<file path="config.mk">
export PLATFORM = sky130hd
export DESIGN_NAME = spi_master_fifo_controller_core_flat
export DESIGN_NICKNAME = d
export VERILOG_FILES = /design/src/rtl/core/spim_pkg.sv /design/src/rtl/core/spim_ifs.sv /design/src/rtl/core/spi_master_fifo_controller_core.sv /design/src/rtl/core/spim_front.sv /design/src/rtl/core/spim_back.sv /design/src/flat_wrapper.sv
export SDC_FILE = /design/constraint.sdc
export NUM_CORES = 1
export LEC_CHECK = 0
export BUFFER_PORTS_ARGS = -buffer_cell sky130_fd_sc_hd__buf_2
export CAP_MARGIN = 30
export CELL_PAD_IN_SITES_DETAIL_PLACEMENT = 0
export CELL_PAD_IN_SITES_GLOBAL_PLACEMENT = 1
export CORE_ASPECT_RATIO = 0.6
export CORE_UTILIZATION = 40
export CTS_CLUSTER_DIAMETER = 60
export DETAILED_ROUTE_END_ITERATION = 10
export MAX_ROUTING_LAYER = met4
export PLACE_DENSITY_LB_ADDON = 0.05
export SLEW_MARGIN = 20
export SYNTH_ARGS = -nofsm -noshare
export SYNTH_HDL_FRONTEND = slang
export SYNTH_SLANG_ARGS = --single-unit
</file>
<file path="constraint.sdc">
create_clock -name clk -period 5.4 [get_ports clk]
set_input_delay 1.08 -clock clk [delete_from_list [all_inputs] [get_ports clk]]
set_output_delay 1.08 -clock clk [all_outputs]
set_load 0.02 [all_outputs]
</file>
<file path="src/rtl/core/spim_pkg.sv">
// Shared constants, types and helpers for the SPI master with byte FIFOs.
`default_nettype none

package spim_pkg;

    // FIFO geometry
    localparam int FifoDepth = 8;
    localparam int PtrW      = (FifoDepth > 1) ? $clog2(FifoDepth) : 1;
    localparam int CntW      = $clog2(FifoDepth + 1);
    localparam int SumW      = $clog2(2 * FifoDepth);

    // Field widths
    localparam int OpW      = 2;
    localparam int RegW     = 2;
    localparam int ByteW    = 8;
    localparam int ReadW    = 18;
    localparam int HalfW    = 16;
    localparam int BitCntW  = 4;
    localparam int CfgIdxW  = 2;
    localparam int CfgDataW = 16;

    localparam int BitsPerByte = 8;

    // Opcodes of an input item
    localparam logic [OpW-1:0] OP_TICK  = 2'd0;
    localparam logic [OpW-1:0] OP_READ  = 2'd1;
    localparam logic [OpW-1:0] OP_WRITE = 2'd2;

    // Register map of the bus side
    localparam logic [RegW-1:0] REG_DATA   = 2'd0;
    localparam logic [RegW-1:0] REG_STATUS = 2'd1;
    localparam logic [RegW-1:0] REG_FLUSH  = 2'd2;
    localparam logic [RegW-1:0] REG_CONFIG = 2'd3;

    // Configuration port indexes
    localparam logic [CfgIdxW-1:0] CFG_CPOL = 2'd0;
    localparam logic [CfgIdxW-1:0] CFG_CPHA = 2'd1;
    localparam logic [CfgIdxW-1:0] CFG_HALF = 2'd2;

    // Status register bit positions
    localparam int ST_TXE = 4;
    localparam int ST_TXF = 3;
    localparam int ST_RXE = 2;
    localparam int ST_RXF = 1;
    localparam int ST_CS  = 0;

    // Flush register bit positions
    localparam int FL_TX = 1;
    localparam int FL_RX = 0;

    // Classified command handed from front to back
    typedef enum logic [2:0] {
        KIND_TICK,
        KIND_RD_DATA,
        KIND_RD_STATUS,
        KIND_RD_CFG,
        KIND_WR_DATA,
        KIND_WR_STATUS,
        KIND_WR_FLUSH,
        KIND_NOP
    } cmd_kind_t;

    typedef struct packed {
        cmd_kind_t        kind;
        logic [ByteW-1:0] data;
        logic             miso;
    } cmd_t;

    // Circular pointer increment
    function automatic logic [PtrW-1:0] ptr_inc(input logic [PtrW-1:0] p);
        logic [PtrW-1:0] r;
        if (p == PtrW'(FifoDepth - 1)) r = '0;
        else                           r = p + PtrW'(1);
        return r;
    endfunction

    // Tail slot: (head + count) mod depth
    function automatic logic [PtrW-1:0] tail_ptr(input logic [PtrW-1:0] head,
                                                 input logic [CntW-1:0] cnt);
        logic [SumW-1:0] s;
        s = SumW'(head) + SumW'(cnt);
        if (s >= SumW'(FifoDepth)) s = s - SumW'(FifoDepth);
        return s[PtrW-1:0];
    endfunction

endpackage

`default_nettype wire

</file>
<file path="src/rtl/core/spim_ifs.sv">
// Valid/ready channel interfaces for command items and result items.
`default_nettype none

interface spim_cmd_if;
    import spim_pkg::*;

    logic              valid;
    logic              ready;
    logic [OpW-1:0]    opcode;
    logic [RegW-1:0]   reg_index;
    logic [ByteW-1:0]  write_data;
    logic              miso_level;

    modport source (output valid, opcode, reg_index, write_data, miso_level,
                    input ready);
    modport sink   (input valid, opcode, reg_index, write_data, miso_level,
                    output ready);
endinterface

interface spim_rsp_if;
    import spim_pkg::*;

    logic              valid;
    logic              ready;
    logic [ReadW-1:0]  read_data;
    logic              sclk_level;
    logic              mosi_level;
    logic              chip_select_n;

    modport source (output valid, read_data, sclk_level, mosi_level, chip_select_n,
                    input ready);
    modport sink   (input valid, read_data, sclk_level, mosi_level, chip_select_n,
                    output ready);
endinterface

`default_nettype wire

</file>
<file path="src/rtl/core/spi_master_fifo_controller_core.sv">
// SPI master with transmit and receive byte FIFOs: top level.
//
// Channels: cmd carries one item per handshake (opcode, reg_index, write_data,
// miso_level); an item is a serial clock tick, a register read or a register
// write. rsp returns exactly one item per command with read_data and the pin
// levels (sclk, mosi, chip select) as they stand after that command.
// Configuration (clock polarity, clock phase, half period in ticks) is written
// through cfg_we / cfg_index / cfg_data; the user must do this only while no
// command is outstanding, as the block does not enforce it.
// Path: a command is taken into the queue, executed by the engine when it leaves
// the queue, and its result registered in the result register behind rsp.valid.
// Throughput: one command per cycle while rsp.ready is high; the engine owns
// both FIFOs and the shift register and executes each command as it is taken.
// A two-entry command queue separates intake from execution; when rsp.ready is
// low the result register holds, the queue fills, and cmd.ready drops once both
// entries are taken. Nothing is dropped or repeated.
// Reset clears the FIFO counts, the engine and the configuration (polarity 0,
// phase 0, half period 1) and deasserts chip select; result payload has no reset.
`default_nettype none

module spi_master_fifo_controller_core (
    input  wire logic                          clk,
    input  wire logic                          rst_n,
    spim_cmd_if.sink                           cmd,
    spim_rsp_if.source                         rsp,
    input  wire logic                          cfg_we,
    input  wire logic [spim_pkg::CfgIdxW-1:0]  cfg_index,
    input  wire logic [spim_pkg::CfgDataW-1:0] cfg_data
);
    import spim_pkg::*;

    cmd_t q_data;
    logic q_valid;
    logic q_ready;

    spim_front u_front (
        .clk     (clk),
        .rst_n   (rst_n),
        .cmd     (cmd),
        .q_data  (q_data),
        .q_valid (q_valid),
        .q_ready (q_ready)
    );

    spim_back u_back (
        .clk       (clk),
        .rst_n     (rst_n),
        .q_data    (q_data),
        .q_valid   (q_valid),
        .q_ready   (q_ready),
        .cfg_we    (cfg_we),
        .cfg_index (cfg_index),
        .cfg_data  (cfg_data),
        .rsp       (rsp)
    );

endmodule

`default_nettype wire

</file>
<file path="src/rtl/core/spim_front.sv">
// Front end: accepts command items, classifies them and queues them for the engine.
`default_nettype none

module spim_front (
    input  wire logic        clk,
    input  wire logic        rst_n,
    spim_cmd_if.sink         cmd,
    output spim_pkg::cmd_t   q_data,
    output logic             q_valid,
    input  wire logic        q_ready
);
    import spim_pkg::*;

    localparam int QDepth = 2;

    cmd_t       entry_reg [QDepth];
    logic       wr_ptr_reg, wr_ptr_next;
    logic       rd_ptr_reg, rd_ptr_next;
    logic [1:0] count_reg, count_next;
    logic       push, pop;
    cmd_t       decoded;

    // Classify the incoming item
    always_comb
    begin
        decoded.data = cmd.write_data;
        decoded.miso = cmd.miso_level;
        decoded.kind = KIND_NOP;
        if (cmd.opcode == OP_TICK)
        begin
            decoded.kind = KIND_TICK;
        end
        else if (cmd.opcode == OP_READ)
        begin
            unique case (cmd.reg_index)
                REG_DATA:   decoded.kind = KIND_RD_DATA;
                REG_STATUS: decoded.kind = KIND_RD_STATUS;
                REG_FLUSH:  decoded.kind = KIND_NOP;
                REG_CONFIG: decoded.kind = KIND_RD_CFG;
            endcase
        end
        else if (cmd.opcode == OP_WRITE)
        begin
            unique case (cmd.reg_index)
                REG_DATA:   decoded.kind = KIND_WR_DATA;
                REG_STATUS: decoded.kind = KIND_WR_STATUS;
                REG_FLUSH:  decoded.kind = KIND_WR_FLUSH;
                REG_CONFIG: decoded.kind = KIND_NOP;
            endcase
        end
    end

    // Two-entry queue toward the engine
    assign cmd.ready = (count_reg != 2'(QDepth));
    assign push      = cmd.valid && cmd.ready;
    assign q_valid   = (count_reg != 2'd0);
    assign pop       = q_valid && q_ready;
    assign q_data    = entry_reg[rd_ptr_reg];

    always_comb
    begin
        wr_ptr_next = push ? ~wr_ptr_reg : wr_ptr_reg;
        rd_ptr_next = pop  ? ~rd_ptr_reg : rd_ptr_reg;
        count_next  = count_reg + 2'(push) - 2'(pop);
    end

    always_ff @(posedge clk or negedge rst_n)
    begin
        if (!rst_n)
        begin
            wr_ptr_reg <= 1'b0;
            rd_ptr_reg <= 1'b0;
            count_reg  <= 2'd0;
        end
        else
        begin
            wr_ptr_reg <= wr_ptr_next;
            rd_ptr_reg <= rd_ptr_next;
            count_reg  <= count_next;
        end
    end

    // Queue payload, no reset
    always_ff @(posedge clk)
    begin
        if (push)
        begin
            entry_reg[wr_ptr_reg] <= decoded;
        end
    end

endmodule

`default_nettype wire

</file>
<file path="src/rtl/core/spim_back.sv">
// Back end: FIFOs, serial engine, register file and the result register.
`default_nettype none

module spim_back (
    input  wire logic                         clk,
    input  wire logic                         rst_n,
    input  wire spim_pkg::cmd_t               q_data,
    input  wire logic                         q_valid,
    output logic                              q_ready,
    input  wire logic                         cfg_we,
    input  wire logic [spim_pkg::CfgIdxW-1:0] cfg_index,
    input  wire logic [spim_pkg::CfgDataW-1:0] cfg_data,
    spim_rsp_if.source                        rsp
);
    import spim_pkg::*;

    // FIFO storage, contents undefined until written
    logic [ByteW-1:0] tx_mem [FifoDepth];
    logic [ByteW-1:0] rx_mem [FifoDepth];

    logic [CntW-1:0]    tx_count_reg, tx_count_next;
    logic [CntW-1:0]    rx_count_reg, rx_count_next;
    logic [PtrW-1:0]    tx_head_reg, tx_head_next;
    logic [PtrW-1:0]    rx_head_reg, rx_head_next;
    logic [ByteW-1:0]   shift_reg, shift_next;
    logic [BitCntW-1:0] bit_cnt_reg, bit_cnt_next;
    logic [HalfW-1:0]   div_reg, div_next;
    logic               active_reg, active_next;
    logic               sclk_reg, sclk_next;
    logic               cs_reg, cs_next;
    logic               mosi_reg, mosi_next;

    logic               cpol_reg, cpha_reg;
    logic [HalfW-1:0]   half_reg;

    logic               out_valid_reg, out_valid_next;
    logic [ReadW-1:0]   read_data_reg;
    logic               sclk_level_reg, mosi_level_reg, cs_n_reg;

    logic               fire;
    logic [ReadW-1:0]   rd;
    logic               tx_we, rx_we;
    logic [PtrW-1:0]    tx_waddr, rx_waddr;
    logic [ByteW-1:0]   rx_wdata;
    logic [ByteW-1:0]   tx_rd, rx_rd;

    logic [HalfW-1:0]   hp_eff;
    logic [HalfW:0]     div_inc;
    logic               edge_due;
    logic [ByteW-1:0]   shifted;
    logic [ByteW-1:0]   shift_trail;
    logic [BitCntW-1:0] bit_trail;

    assign q_ready = !out_valid_reg || rsp.ready;
    assign fire    = q_valid && q_ready;

    assign tx_rd    = tx_mem[tx_head_reg];
    assign rx_rd    = rx_mem[rx_head_reg];
    assign tx_waddr = tail_ptr(tx_head_reg, tx_count_reg);
    assign rx_waddr = tail_ptr(rx_head_reg, rx_count_reg);

    // Serial clock divider and shift helpers
    assign hp_eff      = (half_reg == '0) ? HalfW'(1) : half_reg;
    assign div_inc     = {1'b0, div_reg} + (HalfW+1)'(1);
    assign edge_due    = !(div_inc < {1'b0, hp_eff});
    assign shifted     = {shift_reg[ByteW-2:0], q_data.miso};
    assign shift_trail = cpha_reg ? shifted : shift_reg;
    assign bit_trail   = cpha_reg ? (bit_cnt_reg + BitCntW'(1)) : bit_cnt_reg;

    // Execute one command
    always_comb
    begin
        tx_count_next  = tx_count_reg;
        rx_count_next  = rx_count_reg;
        tx_head_next   = tx_head_reg;
        rx_head_next   = rx_head_reg;
        shift_next     = shift_reg;
        bit_cnt_next   = bit_cnt_reg;
        div_next       = div_reg;
        active_next    = active_reg;
        sclk_next      = sclk_reg;
        cs_next        = cs_reg;
        mosi_next      = mosi_reg;
        tx_we          = 1'b0;
        rx_we          = 1'b0;
        rx_wdata       = shift_trail;
        rd             = '0;
        out_valid_next = out_valid_reg && !rsp.ready;

        if (fire)
        begin
            out_valid_next = 1'b1;
            unique case (q_data.kind)
                KIND_TICK:
                begin
                    if (!active_reg)
                    begin
                        // load next byte when idle
                        if (tx_count_reg != '0)
                        begin
                            shift_next    = tx_rd;
                            tx_head_next  = ptr_inc(tx_head_reg);
                            tx_count_next = tx_count_reg - CntW'(1);
                            bit_cnt_next  = '0;
                            div_next      = '0;
                            sclk_next     = 1'b0;
                            active_next   = 1'b1;
                            if (!cpha_reg)
                            begin
                                mosi_next = tx_rd[ByteW-1];
                            end
                        end
                    end
                    else if (!edge_due)
                    begin
                        div_next = div_inc[HalfW-1:0];
                    end
                    else
                    begin
                        div_next  = '0;
                        sclk_next = ~sclk_reg;
                        if (!sclk_reg)
                        begin
                            // leading edge
                            if (!cpha_reg)
                            begin
                                shift_next   = shifted;
                                bit_cnt_next = bit_cnt_reg + BitCntW'(1);
                            end
                            else
                            begin
                                mosi_next = shift_reg[ByteW-1];
                            end
                        end
                        else
                        begin
                            // trailing edge
                            shift_next   = shift_trail;
                            bit_cnt_next = bit_trail;
                            if (bit_trail >= BitCntW'(BitsPerByte))
                            begin
                                if (rx_count_reg != CntW'(FifoDepth))
                                begin
                                    rx_we         = 1'b1;
                                    rx_count_next = rx_count_reg + CntW'(1);
                                end
                                active_next  = 1'b0;
                                bit_cnt_next = '0;
                            end
                            else if (!cpha_reg)
                            begin
                                mosi_next = shift_trail[ByteW-1];
                            end
                        end
                    end
                end
                KIND_RD_DATA:
                begin
                    if (rx_count_reg != '0)
                    begin
                        rd            = ReadW'(rx_rd);
                        rx_head_next  = ptr_inc(rx_head_reg);
                        rx_count_next = rx_count_reg - CntW'(1);
                    end
                end
                KIND_RD_STATUS:
                begin
                    rd[ST_TXE] = (tx_count_reg == '0);
                    rd[ST_TXF] = (tx_count_reg == CntW'(FifoDepth));
                    rd[ST_RXE] = (rx_count_reg == '0);
                    rd[ST_RXF] = (rx_count_reg == CntW'(FifoDepth));
                    rd[ST_CS]  = cs_reg;
                end
                KIND_RD_CFG:
                begin
                    rd = {cpol_reg, cpha_reg, half_reg};
                end
                KIND_WR_DATA:
                begin
                    if (tx_count_reg != CntW'(FifoDepth))
                    begin
                        tx_we         = 1'b1;
                        tx_count_next = tx_count_reg + CntW'(1);
                    end
                end
                KIND_WR_STATUS:
                begin
                    cs_next = q_data.data[ST_CS];
                end
                KIND_WR_FLUSH:
                begin
                    if (q_data.data[FL_TX])
                    begin
                        tx_count_next = '0;
                        tx_head_next  = '0;
                    end
                    if (q_data.data[FL_RX])
                    begin
                        rx_count_next = '0;
                        rx_head_next  = '0;
                    end
                end
                KIND_NOP:
                begin
                end
            endcase
        end
    end

    // Engine, FIFO pointers and result valid
    always_ff @(posedge clk or negedge rst_n)
    begin
        if (!rst_n)
        begin
            tx_count_reg  <= '0;
            rx_count_reg  <= '0;
            tx_head_reg   <= '0;
            rx_head_reg   <= '0;
            shift_reg     <= '0;
            bit_cnt_reg   <= '0;
            div_reg       <= '0;
            active_reg    <= 1'b0;
            sclk_reg      <= 1'b0;
            cs_reg        <= 1'b0;
            mosi_reg      <= 1'b0;
            out_valid_reg <= 1'b0;
        end
        else
        begin
            tx_count_reg  <= tx_count_next;
            rx_count_reg  <= rx_count_next;
            tx_head_reg   <= tx_head_next;
            rx_head_reg   <= rx_head_next;
            shift_reg     <= shift_next;
            bit_cnt_reg   <= bit_cnt_next;
            div_reg       <= div_next;
            active_reg    <= active_next;
            sclk_reg      <= sclk_next;
            cs_reg        <= cs_next;
            mosi_reg      <= mosi_next;
            out_valid_reg <= out_valid_next;
        end
    end

    // Configuration registers
    always_ff @(posedge clk or negedge rst_n)
    begin
        if (!rst_n)
        begin
            cpol_reg <= 1'b0;
            cpha_reg <= 1'b0;
            half_reg <= HalfW'(1);
        end
        else if (cfg_we)
        begin
            case (cfg_index)
                CFG_CPOL: cpol_reg <= cfg_data[0];
                CFG_CPHA: cpha_reg <= cfg_data[0];
                CFG_HALF: half_reg <= cfg_data[HalfW-1:0];
                default:  ;
            endcase
        end
    end

    // Result payload and FIFO storage, no reset
    always_ff @(posedge clk)
    begin
        if (fire)
        begin
            read_data_reg  <= rd;
            sclk_level_reg <= cpol_reg ^ sclk_next;
            mosi_level_reg <= mosi_next;
            cs_n_reg       <= ~cs_next;
        end
        if (tx_we)
        begin
            tx_mem[tx_waddr] <= q_data.data;
        end
        if (rx_we)
        begin
            rx_mem[rx_waddr] <= rx_wdata;
        end
    end

    assign rsp.valid         = out_valid_reg;
    assign rsp.read_data     = read_data_reg;
    assign rsp.sclk_level    = sclk_level_reg;
    assign rsp.mosi_level    = mosi_level_reg;
    assign rsp.chip_select_n = cs_n_reg;

endmodule

`default_nettype wire

</file>
<file path="src/flat_wrapper.sv">
// flat-port wrapper written by rule: the top's interface ports become plain ports
module spi_master_fifo_controller_core_flat import spim_pkg::*;
  (clk, rst_n, cfg_we, cfg_index, cfg_data, cmd_valid, cmd_opcode, cmd_reg_index, cmd_write_data, cmd_miso_level, cmd_ready, rsp_valid, rsp_read_data, rsp_sclk_level, rsp_mosi_level, rsp_chip_select_n, rsp_ready);
  spim_cmd_if cmd_i ();
  spim_rsp_if rsp_i ();
  input  wire logic clk;
  input  wire logic rst_n;
  input  wire logic cfg_we;
  input  wire logic [spim_pkg::CfgIdxW-1:0] cfg_index;
  input  wire logic [spim_pkg::CfgDataW-1:0] cfg_data;
  input wire logic [$bits(cmd_i.valid)-1:0] cmd_valid;
  input wire logic [$bits(cmd_i.opcode)-1:0] cmd_opcode;
  input wire logic [$bits(cmd_i.reg_index)-1:0] cmd_reg_index;
  input wire logic [$bits(cmd_i.write_data)-1:0] cmd_write_data;
  input wire logic [$bits(cmd_i.miso_level)-1:0] cmd_miso_level;
  output wire logic [$bits(cmd_i.ready)-1:0] cmd_ready;
  output wire logic [$bits(rsp_i.valid)-1:0] rsp_valid;
  output wire logic [$bits(rsp_i.read_data)-1:0] rsp_read_data;
  output wire logic [$bits(rsp_i.sclk_level)-1:0] rsp_sclk_level;
  output wire logic [$bits(rsp_i.mosi_level)-1:0] rsp_mosi_level;
  output wire logic [$bits(rsp_i.chip_select_n)-1:0] rsp_chip_select_n;
  input wire logic [$bits(rsp_i.ready)-1:0] rsp_ready;
  assign cmd_i.valid = cmd_valid;
  assign cmd_i.opcode = cmd_opcode;
  assign cmd_i.reg_index = cmd_reg_index;
  assign cmd_i.write_data = cmd_write_data;
  assign cmd_i.miso_level = cmd_miso_level;
  assign cmd_ready = cmd_i.ready;
  assign rsp_valid = rsp_i.valid;
  assign rsp_read_data = rsp_i.read_data;
  assign rsp_sclk_level = rsp_i.sclk_level;
  assign rsp_mosi_level = rsp_i.mosi_level;
  assign rsp_chip_select_n = rsp_i.chip_select_n;
  assign rsp_i.ready = rsp_ready;
  spi_master_fifo_controller_core u_core (.clk(clk), .rst_n(rst_n), .cmd(cmd_i), .rsp(rsp_i), .cfg_we(cfg_we), .cfg_index(cfg_index), .cfg_data(cfg_data));
endmodule
</file>
Word level (Yosys, flattened, before mapping). Memory sizes are Yosys's and may differ from the RTL's. Cells that the tools add are included.

Flip-flop bits (word level): 90. Memory bits (writable): 152. Input port bits: 36. Output and inout port bits: 23. Word-level logic and storage cells: 200. Memories kept: 3.

Memories: u_core.u_back.rx_mem (depth 8, width 8, read ports 1, clocked after Yosys merged registers in 0, write ports 1, line spim_back.sv:19) `logic [ByteW-1:0] rx_mem [FifoDepth];`; u_core.u_back.tx_mem (depth 8, width 8, read ports 1, clocked after Yosys merged registers in 0, write ports 1, line spim_back.sv:18) `logic [ByteW-1:0] tx_mem [FifoDepth];`; u_core.u_front.entry_reg (depth 2, width 12, read ports 1, clocked after Yosys merged registers in 0, write ports 1, line spim_front.sv:16) `cmd_t entry_reg [QDepth];`.

$add $sub $neg: 14. Order comparisons: 4. Equality and inequality tests: 33. Multiplexer cells: 88. Bitwise gates (word level): 5. Reductions and logical operators: 31.

Operators by type and width (number): 2-to-1 mux 4 bit (18); 2-to-1 mux 16 bit (4); 2-to-1 mux 8 bit (7); 2-to-1 mux 1 bit (39); 2-to-1 mux 3 bit (12); inequality test 2 bit, second input constant (13); one-hot mux 13 bit (2 select lines) (1); one-hot mux 3 bit (4 select lines) (2); one-hot mux 4 bit (3 select lines) (2); adder 16 x 1 -> 17 bit, second input constant (1); less-than comparator 17 x 16 -> 1 bit (1); zero test 16 bit (1); == test 3 bit, second input constant (5); one-hot mux 5 bit (3 select lines) (1); adder 4 x 1 -> 4 bit, second input constant (3); greater-or-equal comparator 4 bit, second input constant (3); one-hot mux 3 bit (2 select lines) (2); AND reduction 5 bit (2); AND reduction 9 bit (1); adder 3 x 4 -> 4 bit (2); == test 2 bit, second input constant (4); == test 4 bit, second input constant (2); zero test 4 bit (2); inequality test 4 bit, second input constant (2); other kinds (23) (45).

Depth between registers and ports, before layout.
Word-level depth: 11. Gate-level depth with buffers: 14. Depth with buffers taken out: 13.

By module. Synthesis repeated with hierarchy kept, for this count alone.

Cell total of the unflattened synthesis: 760. Area, all modules: 11136.9 sq um.

By module, submodules not included: spim_back (instances 1, cells an instance 697, area each 10015.9 sq um, sequential area each 6102.1 sq um); spim_front (instances 1, cells an instance 63, area each 1121.1 sq um, sequential area each 820.8 sq um).

Worst setup path after synthesis. Ideal clock, no wire load.

Path kind: register to register. Start: reg u_core.u_back.div_reg[0]. End: mem u_core.u_back.rx_mem[4][0], enable pin. Setup time: 0.383 ns. Arrival time: 3.617 ns. Data required time: 5.017 ns. Setup slack: 1.400 ns. Stages on the path, launching flop included: 15. Path buffers: 1. Clock period less this slack: 4.000 ns. Path through: dfrtp_1 ha_1 nand3_1 or2_2 clkbuf_1 nor2_1 xnor2_1 ha_1 nand4_1 nor2_1 nand4_1 o2111ai_4 nand2_1 or3_1 nor3_1.

Word-level cells in the longest chain between the ends: 8.

Ends and longest elaborated chain: start, declared (line spim_back.sv:27) `logic [HalfW-1:0] div_reg, div_next;`; start signal, assigned (line spim_back.sv:236) `div_reg <= div_next;`; adder 16 x 1 -> 17 bit (line spim_back.sv:64) `assign div_inc = {1'b0, div_reg} + (HalfW+1)'(1);`; less-than comparator 17 x 16 -> 1 bit (line spim_back.sv:65) `assign edge_due = !(div_inc < {1'b0, hp_eff});`; 2-to-1 mux 1 bit (line spim_back.sv:114) `else if (!edge_due)`; 2-to-1 mux 1 bit (line spim_back.sv:96) `if (!active_reg)`; 2-to-1 mux 1 bit (line spim_back.sv:93) `unique case (q_data.kind)`; 2-to-1 mux 1 bit (line spim_back.sv:90) `if (fire)`; 2-to-1 mux 1 bit (line spim_back.sv:279) `if (rx_we)`; 2-to-1 mux 1 bit (implied by the code) (line spim_back.sv:281) `rx_mem[rx_waddr] <= rx_wdata;`; end, declared (line spim_back.sv:19).

No other way between the ends.

Worst setup path after layout.
Start: reg u_core.u_back.div_reg[0]. End: mem u_core.u_back.rx_mem[6][7], enable pin.

Same word-level chain as after synthesis.

==> results <==
- The flow ran to the end, and the final reports show no timing, DRC or antenna violations.
- The max-slew violation count is 0.
- The critical path contains buffers and inverters numbering 0 combined.
- Setup repair after global routing left no endpoint under its margin.
- The leakage power figure is about 4.7 nW.
- The via count of the first global-routing pass is 6481.
- CTS placed an instance of clkbuf_16 at the clock tree root.
- The DRC violations left is 0.
- The power consumption is 6.38 mW.
- Each instance of the synthesized netlist takes up on average 14.8 um2.
- The critical path's top delay family is simple AND/OR/NAND/NOR gates.
- The path length in cells of the critical path is 13.
- The overall via count from detail_route is 6574.
- The region available for standard cell placement spans about 27000 um2.
- Detailed placement finished with a half-perimeter wire length of 18900 um.
- The routability-driven placement congestion ratio is 0.929.
- Once the clock tree was built, the setup fixing pass inserted 0 buffers.
- The number of cells in the finished layout apart from fillers is 1191.
- The number of nets in the synthesized netlist is 807.
- Global routing finished with a remaining overflow of 0.
- Of all nets on the critical path, the largest fanout is 9.
- The setup slack after placement is 0.969 ns.
- After layout, the worst setup slack is 1.03 ns.
- In this run, the number of DRC markers left after iteration 0 of detailed routing was 568.
- The utilization of the core after routing is 47.1%.
- The critical path is of the reg2reg type.
- For this design, the sink count on the clock tree is around 240.
- For the pin with the worst max-slew slack, the measured transition is 0.910 ns.
- After synthesis the netlist holds a flip-flop and latch count of 242.
- Relative to the synthesized area, the layout overhead comes to 14.7%.
- The most used flip-flop cell after synthesis is edfxtp_1.
- The clock insertion delay at the later pin of the skew report is 0.55 ns.
- The die area is 28000 um2.
- The combined global-route utilization of all metal layers is 20.4%.
- The final number of hold-violating endpoints is 0.
- The cell-internal power is 4.16 mW.
- The number of antenna violations at the first check in global routing is 0.
- After clock tree synthesis, the repair step resized 0 gates.
- The first global-routing pass estimated around 41000 um of wire.
- The clock passes through at most 3 buffers.
- The synthesized netlist contains between 50 and 60 unique library cells.
- The worst-case reg-to-reg path depth is 13.
- The power per cell area is 509 nW/um2.
- The number of H-tree branching levels is 1.
- In this run the count of I/O pins placed on the die edge is 59.
- The data arrival time at the worst-slack endpoint is 4.55 ns.
- The number of synthesized flops with an enable pin is 173.
- For the final database, setup skew stands at between 0.015 and 0.02 ns.
- Summed over all layers, the routed wires come to ~27000 um.
- The type of destination of the critical path is a flop.
- The maximum clock frequency is ~230 MHz.
- The number of hold-repair buffers added at the cts stage is 0.
- The number of search-and-repair iterations in the first detailed-routing pass is 5.
- The floorplan row count is 46.
- Registers take 6920 um2.
- The combinational fraction of design power is 30.1%.
- In this run, flip-flops and latches consume 42.7% of the power.
- After detailed routing, the number of vias per cell comes to 5.52.
- The slowest stage of the critical path belongs to the cell nor2_1.
- The sequential fraction of the synthesis area is 63.3%.
- Synthesis handed over a netlist of approximately 740 instances.
- Entering global routing, the biggest net connects 70 pins.
- The number of input and output port buffers inserted is 58.
- The detailed-route wire length per cell is about 23 um.
- The clock share of power is 27.2%.
- The leading area contributor after synthesis is edfxtp_1.
- The critical path data required time is 5.58 ns.
- The final layout contains 881 nets.
- The chip height is 130 um.
- The async set-or-reset flop fraction in the synthesized netlist is 28.5%.
- The worst-case IR drop observed on VDD is 0.267 mV.
- The switching part of the total is about a third.
- The path class of the tightest hold or removal check is in2async.
- The time the final worst path needs with I/O delays and setup is 4.37 ns.
- The count of maximum capacitance violations is 0.
- The number of placed instances, taps included is 1139.
- Summing all multi-input logic gate instances after layout gives ~3800 um2.
- The portion of synthesized cell area occupied by the leading cell type is 47.5%.
- 0 antenna diodes ended up in the layout.
- The worst path uses between 80% and 90% of the clock period.
- The filler cell count in the final layout is 2322.
- Cells with a size suffix above 1 make up 24.7% of the layout.
- Adding up every negative setup slack in the final design gives 0 ns.
- On the worst path, the slowest cell contributes a delay of approximately 0.54 ns.
- Clock-pin slew was measured on the worst setup and hold paths at 0.06 ns.
- In this run the tightest slew margin relative to its limit is 39.0%.
- The worst setup path is launched from a flop.
- After synthesis the cells add up to about 11000 um2.
- After synthesis, the cell types taking the most area are edfxtp_1, dfrtp_1, mux4_2.
- Traced cell by cell, the critical path runs through ha_1 > nand3_1 > nor4_2 > nand2_1 > xnor2_1 > ha_1 > nand4_1 > nor2_1 > nand4_1 > o2111ai_4 > nand2_1 > or3_1 > nor2_1.
- The number of nets still failing antenna checks after routing is 0.
- The final count of negative-setup-slack endpoints is 0.
- The floorplan step set the die width to 215 um.
- Buffers inserted during clock tree synthesis total 25.
- The initial utilization of the core area, before any placement, comes to 41.0%.
- The net switching power figure is 2.22 mW.
- For this run, the number of Yosys warnings is 0.
- TritonCTS built the clock tree.
[final timing paths]
path / startpoint / slack (ns) / endpoint
min reg2reg: u_core.u_front.count_reg[1] / 0.50 / u_core.u_front.count_reg[1]
max: u_core.u_back.div_reg[0] / 1.03 / u_core.u_back.rx_mem[6][7]
min in group clk: u_core.u_front.count_reg[1] / 0.50 / u_core.u_front.count_reg[1]
max reg2reg: u_core.u_back.div_reg[0] / 1.03 / u_core.u_back.rx_mem[6][7]
min: rst_n / 0.41 / u_core.u_back.div_reg[14]
max in group asynchronous: rst_n / 4.42 / u_core.u_back.half_reg[14]
[logic make-up after synthesis]
kind of cell / synth area share [%]
DFF: 63.3
buffers and inverters: 2.17
and+or+nand+nor: 8.04
xor gates and xnor gates: 2.40
muxes: 12.6
AOI/OAI and AO/OA: 7.38
adders and majority gates: 4.05
[Yosys cell counts, types with 3 or more instances]
| master | n |
|---|---|
| buf_1 | 3 |
| and2_1 | 3 |
| edfxtp_1 | 173 |
| dfrtp_1 | 68 |
| nor4_1 | 5 |
| or2_2 | 3 |
| ha_1 | 29 |
| nor3_1 | 25 |
| clkbuf_1 | 12 |
| xnor2_1 | 21 |
| a221o_1 | 9 |
| o31ai_1 | 3 |
| nand2_1 | 52 |
| nand4_1 | 11 |
| nand3_1 | 12 |
| o22ai_1 | 6 |
| mux2i_1 | 21 |
| and3_1 | 4 |
| o21ai_0 | 23 |
| xor2_1 | 9 |
| nor2_1 | 44 |
| a21oi_1 | 14 |
| a21o_1 | 6 |
| buf_4 | 4 |
| inv_1 | 30 |
| buf_2 | 7 |
| a22o_1 | 20 |
| nand2b_1 | 10 |
| mux4_2 | 32 |
| mux2_2 | 40 |
| fa_1 | 4 |
[cell type report]
type                            instances  area share (%)
Sequential cell                       242            55.2
Clock buffer                           27            5.05
Tap cell                              360            3.59
Clock inverter                         19            1.46
Timing Repair Buffer                   73            3.45
Multi-Input combinational cell        439            30.3
Inverter                               31           0.928
[through the flow]
| stage | hold WS (ns) | cell area [um2] |
|---|---|---|
| 2_1_floorplan | 0.460 | 10900 |
| 3_3_place_gp | 0.478 | 11600 |
| 3_5_place_dp | 0.485 | 11600 |
| 4_1_cts | 0.498 | 12500 |
| 5_1_grt | 0.396 | 12500 |
| 6_report | 0.409 | 12500 |
[power by group through the flow]
stage               sequential, mW  clock (mW)  combinational (mW)
global route                  2.77        1.85                2.10
global placement              2.75           0                1.88
detailed placement            2.76           0                1.91
floorplan                     2.69           0                1.29
finish                        2.73        1.74                1.92
CTS                           2.73        1.78                1.92
[per-layer routing]
layer	track usage (%)	vias up	routed length, um
li1	-	2975	-
met1	33.3	3370	14600
met2	25.8	199	10400
met3	3.26	30	1500
met4	4.34	0	403
met5	-	-	0
[layout by cell type (no fill, tap or decap), types with 3 or more instances in the layout]
master,count
nor3_2,5
nor2_1,43
nand3_1,12
mux4_2,32
or2_2,3
nand4_1,11
o31ai_1,3
a21o_1,6
buf_4,14
xor2_1,9
clkbuf_16,25
a221o_1,9
xnor2_1,21
nand2b_1,10
inv_1,30
mux2_2,40
a22o_1,20
clkinv_1,9
buf_2,57
nor3_1,20
fa_1,4
clkinvlp_4,3
and3_1,4
a21oi_1,14
dfrtp_1,68
and2_1,3
o21ai_0,23
nor4_1,5
o22ai_1,6
ha_1,29
edfxtp_1,173
nand2_1,52
mux2i_1,21
bufinv_16,3
clkinv_2,4
Power figures use the tool's default switching activity.
